==> src/hw/rtl/slit_pkg.sv <==
`timescale 1ns / 1ps
`default_nettype none
package slit_pkg;

  localparam int DATA_W = 32;
  localparam int CAPACITY_DEF = 16;

  localparam logic [1:0] OP_INSERT = 2'd0;
  localparam logic [1:0] OP_TRIM = 2'd1;
  localparam logic [1:0] OP_DUMP = 2'd2;

  localparam logic [1:0] STAT_OK = 2'd0;
  localparam logic [1:0] STAT_EMPTY = 2'd1;
  localparam logic [1:0] STAT_FULL = 2'd2;

  // Commands broadcast to the row of cells.
  localparam logic [1:0] CMD_NONE = 2'd0;
  localparam logic [1:0] CMD_INSERT = 2'd1;
  localparam logic [1:0] CMD_SHL = 2'd2;
  localparam logic [1:0] CMD_ROT = 2'd3;

  typedef struct packed {
    logic [1:0] cmd;
    logic signed [DATA_W-1:0] value;
  } slit_ctl_t;

endpackage
`default_nettype wire

==> src/hw/rtl/slit_cell.sv <==
`timescale 1ns / 1ps
`default_nettype none
module slit_cell #(
  parameter int IDX = 0,
  parameter int CNT_W = 5
) (
  input  wire                                 clk,
  input  wire slit_pkg::slit_ctl_t            ctl,
  input  wire [CNT_W-1:0]                     count,
  input  wire logic signed [slit_pkg::DATA_W-1:0] prev_entry,
  input  wire                                 prev_right,
  input  wire logic signed [slit_pkg::DATA_W-1:0] next_entry,
  input  wire logic signed [slit_pkg::DATA_W-1:0] head_entry,
  output logic signed [slit_pkg::DATA_W-1:0]  entry,
  output logic                                goes_right
);
  import slit_pkg::*;

  localparam logic [CNT_W-1:0] POS = CNT_W'(IDX);
  localparam logic [CNT_W-1:0] POS_P1 = CNT_W'(IDX + 1);

  logic signed [DATA_W-1:0] entry_r;
  logic signed [DATA_W-1:0] entry_nxt;
  logic occupied;

  assign occupied = POS < count;
  // An occupied entry smaller than the new value stays where it is.
  assign goes_right = occupied && (entry_r < ctl.value);
  assign entry = entry_r;

  always_comb begin
    entry_nxt = entry_r;
    unique case (ctl.cmd)
      CMD_INSERT: begin
        if (!goes_right) begin
          if (IDX == 0 || prev_right) begin
            entry_nxt = ctl.value;
          end else begin
            entry_nxt = prev_entry;
          end
        end
      end
      CMD_SHL: begin
        if (IDX != 0) begin
          entry_nxt = next_entry;
        end
      end
      CMD_ROT: begin
        // The last occupied cell takes the head entry, which wraps around to the tail.
        if (POS_P1 == count) begin
          entry_nxt = head_entry;
        end else begin
          entry_nxt = next_entry;
        end
      end
      default: entry_nxt = entry_r;
    endcase
  end

  always_ff @(posedge clk) begin
    entry_r <= entry_nxt;
  end

endmodule
`default_nettype wire

==> src/hw/rtl/sorted_list_insert_trim.sv <==
`timescale 1ns / 1ps
`default_nettype none
// Channel  Direction  Handshake             Payload
// in_      slave      in_tvalid/in_tready   tuser opcode, tdata value
// out_     master     out_tvalid/out_tready tuser status, tdata data, tlast last
//
// On an insert the row of cells sorts the value into place at once.
// A trim of n > 2 entries shifts the row by one per cycle while the output is not stalled.
// A dump of n entries gives n results; the row rotates once per result.
// Reset clears the entry count and the control; the entries themselves are not cleared.
// A stalled output holds the sequencer; a new transfer is taken only when idle.
module sorted_list_insert_trim #(
  parameter int CAPACITY = slit_pkg::CAPACITY_DEF
) (
  input  wire        clk,
  input  wire        rst_n,
  input  wire        in_tvalid,
  output logic       in_tready,
  input  wire [31:0] in_tdata,   // [31:0] value
  input  wire [1:0]  in_tuser,   // [1:0] opcode
  output logic       out_tvalid,
  input  wire        out_tready,
  output logic [31:0] out_tdata, // [31:0] data
  output logic [1:0] out_tuser,  // [1:0] status
  output logic       out_tlast
);
  import slit_pkg::*;

  localparam int CNT_W = $clog2(CAPACITY + 1);
  localparam logic [CNT_W-1:0] CNT_CAP = CNT_W'(CAPACITY);
  localparam logic [CNT_W-1:0] CNT_ONE = CNT_W'(1);
  localparam logic [CNT_W-1:0] CNT_TWO = CNT_W'(2);
  localparam logic [CNT_W-1:0] CNT_THREE = CNT_W'(3);

  localparam logic [1:0] S_IDLE = 2'd0;
  localparam logic [1:0] S_TRIM = 2'd1;
  localparam logic [1:0] S_DUMP = 2'd2;

  logic [1:0] state_r, state_nxt;
  logic [CNT_W-1:0] count_r, count_nxt;
  logic [CNT_W-1:0] idx_r, idx_nxt;
  logic out_valid_r, out_valid_nxt;
  logic signed [DATA_W-1:0] out_data_r;
  logic [1:0] out_status_r;
  logic out_last_r;

  logic out_free;
  logic accept;
  logic emit;
  logic [1:0] emit_status;
  logic signed [DATA_W-1:0] emit_data;
  logic emit_last;
  slit_ctl_t ctl;

  logic signed [DATA_W-1:0] entry [CAPACITY];
  logic goes_right [CAPACITY];

  assign out_free = !out_valid_r || out_tready;
  assign in_tready = (state_r == S_IDLE) && out_free;
  assign accept = in_tvalid && in_tready;

  always_comb begin
    state_nxt = state_r;
    count_nxt = count_r;
    idx_nxt = idx_r;
    emit = 1'b0;
    emit_status = STAT_OK;
    emit_data = '0;
    emit_last = 1'b1;
    ctl.cmd = CMD_NONE;
    ctl.value = $signed(in_tdata);
    unique case (state_r)
      S_IDLE: begin
        if (accept) begin
          unique case (in_tuser)
            OP_INSERT: begin
              emit = 1'b1;
              if (count_r == CNT_CAP) begin
                emit_status = STAT_FULL;
              end else begin
                ctl.cmd = CMD_INSERT;
                count_nxt = count_r + CNT_ONE;
              end
            end
            OP_TRIM: begin
              if (count_r == '0) begin
                emit = 1'b1;
                emit_status = STAT_EMPTY;
              end else if (count_r <= CNT_TWO) begin
                emit = 1'b1;
              end else begin
                state_nxt = S_TRIM;
              end
            end
            OP_DUMP: begin
              if (count_r == '0) begin
                emit = 1'b1;
                emit_status = STAT_EMPTY;
              end else begin
                state_nxt = S_DUMP;
                idx_nxt = '0;
              end
            end
            default: state_nxt = S_IDLE;
          endcase
        end
      end
      S_TRIM: begin
        // Each step pulls the tail one cell toward the head; cell 0 stays.
        if (out_free) begin
          ctl.cmd = CMD_SHL;
          count_nxt = count_r - CNT_ONE;
          if (count_r == CNT_THREE) begin
            emit = 1'b1;
            state_nxt = S_IDLE;
          end
        end
      end
      S_DUMP: begin
        // The head is emitted and the row rotates, so n steps restore it.
        if (out_free) begin
          ctl.cmd = CMD_ROT;
          emit = 1'b1;
          emit_data = entry[0];
          emit_last = (idx_r + CNT_ONE) == count_r;
          idx_nxt = idx_r + CNT_ONE;
          if (emit_last) begin
            state_nxt = S_IDLE;
          end
        end
      end
      default: state_nxt = S_IDLE;
    endcase
  end

  for (genvar i = 0; i < CAPACITY; i++) begin : g_cell
    logic signed [DATA_W-1:0] prev_e;
    logic signed [DATA_W-1:0] next_e;
    logic prev_r;
    if (i == 0) begin : g_head
      assign prev_e = '0;
      assign prev_r = 1'b0;
    end else begin : g_body
      assign prev_e = entry[i-1];
      assign prev_r = goes_right[i-1];
    end
    if (i == CAPACITY - 1) begin : g_tail
      assign next_e = '0;
    end else begin : g_inner
      assign next_e = entry[i+1];
    end
    slit_cell #(
      .IDX(i),
      .CNT_W(CNT_W)
    ) u_cell (
      .clk(clk),
      .ctl(ctl),
      .count(count_r),
      .prev_entry(prev_e),
      .prev_right(prev_r),
      .next_entry(next_e),
      .head_entry(entry[0]),
      .entry(entry[i]),
      .goes_right(goes_right[i])
    );
  end

  always_comb begin
    out_valid_nxt = out_valid_r;
    if (emit) begin
      out_valid_nxt = 1'b1;
    end else if (out_tready) begin
      out_valid_nxt = 1'b0;
    end
  end

  always_ff @(posedge clk) begin
    if (!rst_n) begin
      state_r <= S_IDLE;
      count_r <= '0;
      idx_r <= '0;
      out_valid_r <= 1'b0;
    end else begin
      state_r <= state_nxt;
      count_r <= count_nxt;
      idx_r <= idx_nxt;
      out_valid_r <= out_valid_nxt;
    end
  end

  always_ff @(posedge clk) begin
    if (emit) begin
      out_data_r <= emit_data;
      out_status_r <= emit_status;
      out_last_r <= emit_last;
    end
  end

  assign out_tvalid = out_valid_r;
  assign out_tdata = out_data_r;
  assign out_tuser = out_status_r;
  assign out_tlast = out_last_r;

  a_count_bound: assert property (@(posedge clk) disable iff (!rst_n)
    count_r <= CNT_CAP)
    else $error("entry count exceeds capacity");

  a_dump_index: assert property (@(posedge clk) disable iff (!rst_n)
    (state_r == S_DUMP) |-> (idx_r < count_r))
    else $error("dump index ran past the stored entries");

  a_trim_count: assert property (@(posedge clk) disable iff (!rst_n)
    (state_r == S_TRIM) |-> (count_r > CNT_TWO))
    else $error("trim sequence active with two or fewer entries");

  a_error_last: assert property (@(posedge clk) disable iff (!rst_n)
    (out_valid_r && out_status_r != STAT_OK) |-> out_last_r)
    else $error("error result not marked last");

endmodule
`default_nettype wire

==> config.mk <==
export PLATFORM = sky130hd
export DESIGN_NAME = sorted_list_insert_trim
export DESIGN_NICKNAME = d
export VERILOG_FILES = /design/src/hw/rtl/slit_pkg.sv /design/src/hw/rtl/slit_cell.sv /design/src/hw/rtl/sorted_list_insert_trim.sv
export SDC_FILE = /design/constraint.sdc
export NUM_CORES = 2
export LEC_CHECK = 0
export BUFFER_PORTS_ARGS = -buffer_cell sky130_fd_sc_hd__clkbuf_2
export CORE_ASPECT_RATIO = 1.4
export CORE_MARGIN = 8
export CORE_UTILIZATION = 50
export CTS_CLUSTER_DIAMETER = 150
export DETAILED_ROUTE_END_ITERATION = 12
export GPL_ROUTABILITY_DRIVEN = 0
export GPL_TIMING_DRIVEN = 1
export PLACE_DENSITY = 0.68
export SYNTH_ARGS = -nofsm -noshare
export SYNTH_HDL_FRONTEND = slang
export SYNTH_SLANG_ARGS = --single-unit
==> constraint.sdc <==
create_clock -name clk -period 5.4 [get_ports clk]
set_input_delay 0 -clock clk [delete_from_list [all_inputs] [get_ports clk]]
set_output_delay 0 -clock clk [all_outputs]
set_load 0.02 [all_outputs]
==> metrics.txt <==
Setup Skew=21.80 ps; async set or reset register ratio after synthesis=0; CORE AREA=0.08176 mm2; multiplexer share of the synthesized area=0.1046; CTS tree=done; largest cells by area after synthesis=edfxtp_1 40%, ha_1 15%, mux2i_1 10%; Buf/Inv on CP=6; distinct cell type count after synthesis=70; Routed Antenna Nets=0; Synth Cell Area=0.04124 mm2; Fillers=7197; crit-path cells=dlygate4sd3_1, clkbuf_2, inv_1, buf_4, ha_1, nand4_1, nor4_1, o211ai_1, a31oi_1, o21a_1, nor3_4, buf_4, o21ai_4, buf_4; P_leak=17.09 nW; die footprint=0.09206 mm2; total chip power=13.24 mW; measured slew at the worst slew-check pin=1198 ps; io pins=75; adder-cell share of the synthesized area=0.1538; initial core utilization=0.5044; largest net degree at the start of global routing=149; I/O Buffers=74; Starting DRT DRC Count=3434; number of synthesized flops with an enable pin=547; simple-gate share of the synthesized area=0.07870; outcome=complete, no violations; xor and xnor area share after synthesis=0.002336; CTS HTree Levels=2; via count=34960; Die W=258.7 um; RSZ-0062 raised after global routing=no; residual DRC count=0; first-pass GRT wire length=213000 um; syn nets=4479; HPWL Detailed=102300 um; fin crit period=4418 ps; Main synth FF type=edfxtp_1; kind of critical path=input pin to flip-flop; die height=355.8 um; crit-path max cell delay=700 ps; CTS Buf Count=60; root buf cell=clkbuf_16; clock slew at reported path FFs=60 ps; clock sink count=560; crit-path most repeated cell=buf_4; initial antenna violation count=8; pwr/cell area=293.1 mW/mm2; Mapped Cells=3934; count of final setup violators=0; layout cells sized above 1=0.08949; synth warn=0; largest family of logic cells by synthesized area=compound AO/OA/AOI/OAI gates; MaxCap Viol Count=0; setup_tns=0 ps; normalized max-slew margin=0.1992; Max clock buf depth=3; grt ovf=0; f_max=226.3 MHz; CP top delay family=buffers and inverters; maximum vdd drop=273.9 uV; Worst-Skew Late Latency=680 ps; Area Growth Syn to Fin=9.517%; cell taking the most area after synthesis=edfxtp_1; dpl cells=4898; row count=124; worst min path class=input pin to flip-flop; Critical Path RT=5700 ps; critical path endpoint category=flip-flop; CP max stage cell=nor4_1; number of synthesized register bits=560; Yosys top cell area share=0.3983; Setup crit start kind=input pin; cts repair resizes=0; worst-path fanout max=32; register area share after synthesis=0.4046; final WL=140000 um; GRT Overall Usage=0.2940; routed length per instance=27.77 um; pins over their slew limit=0; DR vias/cell=6.934; synthesized area per cell=10.48 um2; nets=4464; vias in the first global route=35720; Compound-Gate Fraction of Synth Area=0.2159; Hold Vio Cnt, Final=0; Final period util=0.8182; non-filler instance count after layout=5041; TritonRoute pass-1 iters=5; CP arrival=4720 ps
[worst reg2reg max path: stages (launching register included)]
cell      delay, ps
edfxtp_1        480
ha_1            330
and3_1          180
a221oi_1        480
o21ai_0         140
nor4b_1         650
o211ai_1        200
mux2_2          330
buf_4           540
mux2i_1         270
o21ai_0         130
[cell usage after synthesis (all sizes together) (4+ instances only)]
cell type	n
mux2	4
nor2b	20
dfxtp	13
buf	88
or3	10
o311ai	32
nor2	73
a221o	37
a21o	46
o211ai	21
xnor2	6
a21oi	174
o21ai	565
clkbuf	241
a31oi	18
o21a	9
inv	51
and4	9
edfxtp	547
nor4	11
a22oi	418
a21boi	8
nand2b	25
a221oi	13
and3	73
a211oi	21
o211a	4
ha	507
a211o	6
a2111oi	11
xor2	5
and2	5
or2	8
nand4	75
nand2	212
nand3	74
nor3	41
mux2i	423
[final timing paths]
path / from / endpoint / slack, ps / cells after the start
worst min register to register: idx_r[1]$_SDFFE_PN0P_ / idx_r[1]$_SDFFE_PN0P_ / 510 / 2
worst max-delay path: in_tdata[26] / g_cell[11].u_cell.entry[5]$_DFFE_PP_ / 980 / 14
worst min-delay path: in_tdata[18] / g_cell[1].u_cell.entry[18]$_DFFE_PP_ / 20 / 2
worst max register to register: g_cell[3].u_cell.entry[7]$_DFFE_PP_ / g_cell[4].u_cell.entry[20]$_DFFE_PP_ / 1350 / 10
[metal layers]
layer,vias to the layer above,share of wire,routed length [um],track usage
li1,15530,-,-,-
met1,17090,0.37,52420,0.3430
met2,1729,0.49,68140,0.5010
met3,594,0.064,8962,0.04172
met4,12,0.074,10420,0.1930
met5,-,0.00051,72,0
[kinds of logic after synthesis]
logic type,count (synthesis)
AOI/OAI and AO/OA,1404
muxes,427
and+or+nand+nor,645
buffers and inverters,380
adders and majority gates,507
xor gates and xnor gates,11
DFF,560
[registers in the layout (all words and copies together), names as in the netlist]
signal	flops
out_tdata	32
count_r	5
out_tuser	2
out_tvalid	1
g_cell.u_cell.entry	512
idx_r	5
out_tlast	1
state_r	2
[area by class of cell]
class,count,area (um2),share of cell area
well taps,1071,1340,0.02967
clock inverters,28,277.8,0.006150
multi-input cells,2994,23170,0.5131
diodes,3,7.507,0.0001662
inverters,51,191.4,0.004238
clock buffers,82,1584,0.03507
flip-flops and latches,560,16690,0.3694
repair buffers,252,1907,0.04222
[placed cells by master (no fill, tap or decap), types with 19 or more instances in the layout]
| master | netlist | routed |
|---|---|---|
| nand2_1 | 212 | 211 |
| o211ai_1 | 20 | 20 |
| ha_1 | 507 | 507 |
| clkbuf_2 | 1 | 74 |
| o311ai_0 | 32 | 32 |
| o21ai_1 | 112 | 109 |
| a21oi_1 | 173 | 171 |
| a22oi_1 | 418 | 417 |
| and3_1 | 73 | 73 |
| a211oi_1 | 21 | 21 |
| nand2b_1 | 25 | 25 |
| nand4_1 | 75 | 75 |
| nor2_1 | 73 | 61 |
| nor3_1 | 39 | 36 |
| edfxtp_1 | 547 | 547 |
| a221o_1 | 37 | 37 |
| nand3_1 | 74 | 74 |
| clkbuf_16 | 0 | 60 |
| a21o_1 | 46 | 46 |
| inv_1 | 51 | 51 |
| o21ai_0 | 453 | 444 |
| buf_4 | 22 | 138 |
| mux2i_1 | 418 | 418 |
| nor2b_1 | 20 | 19 |
| dlygate4sd3_1 | 0 | 30 |
| clkbuf_1 | 240 | 22 |
[what timing repair did]
action,4_1_cts,5_1_grt
endpoints found under the hold margin,54,0
endpoints found under the setup margin,0,0
hold buffers,30,0
buffers inserted,0,0
[power by group]
group | internal (mW) | switching, mW
Sequential | 5.53 | 0.461
Combinational | 1.13 | 1.96
Clock | 2.29 | 1.87
Total | 8.94 | 4.30
[metrics by stage]
step	hold WS [ps]	cell area [um2]	utilization	worst slack, ps
6_report	20.65	45170	0.5524	981.6
5_1_grt	15.07	45160	0.5524	676.1
4_1_cts	1.804	45160	0.5523	1098
3_5_place_dp	397.4	43000	0.5259	990.4
3_3_place_gp	390.1	43000	0.5259	1042
2_1_floorplan	153.8	41240	-	341.6
(Power assumes the default switching activity.)
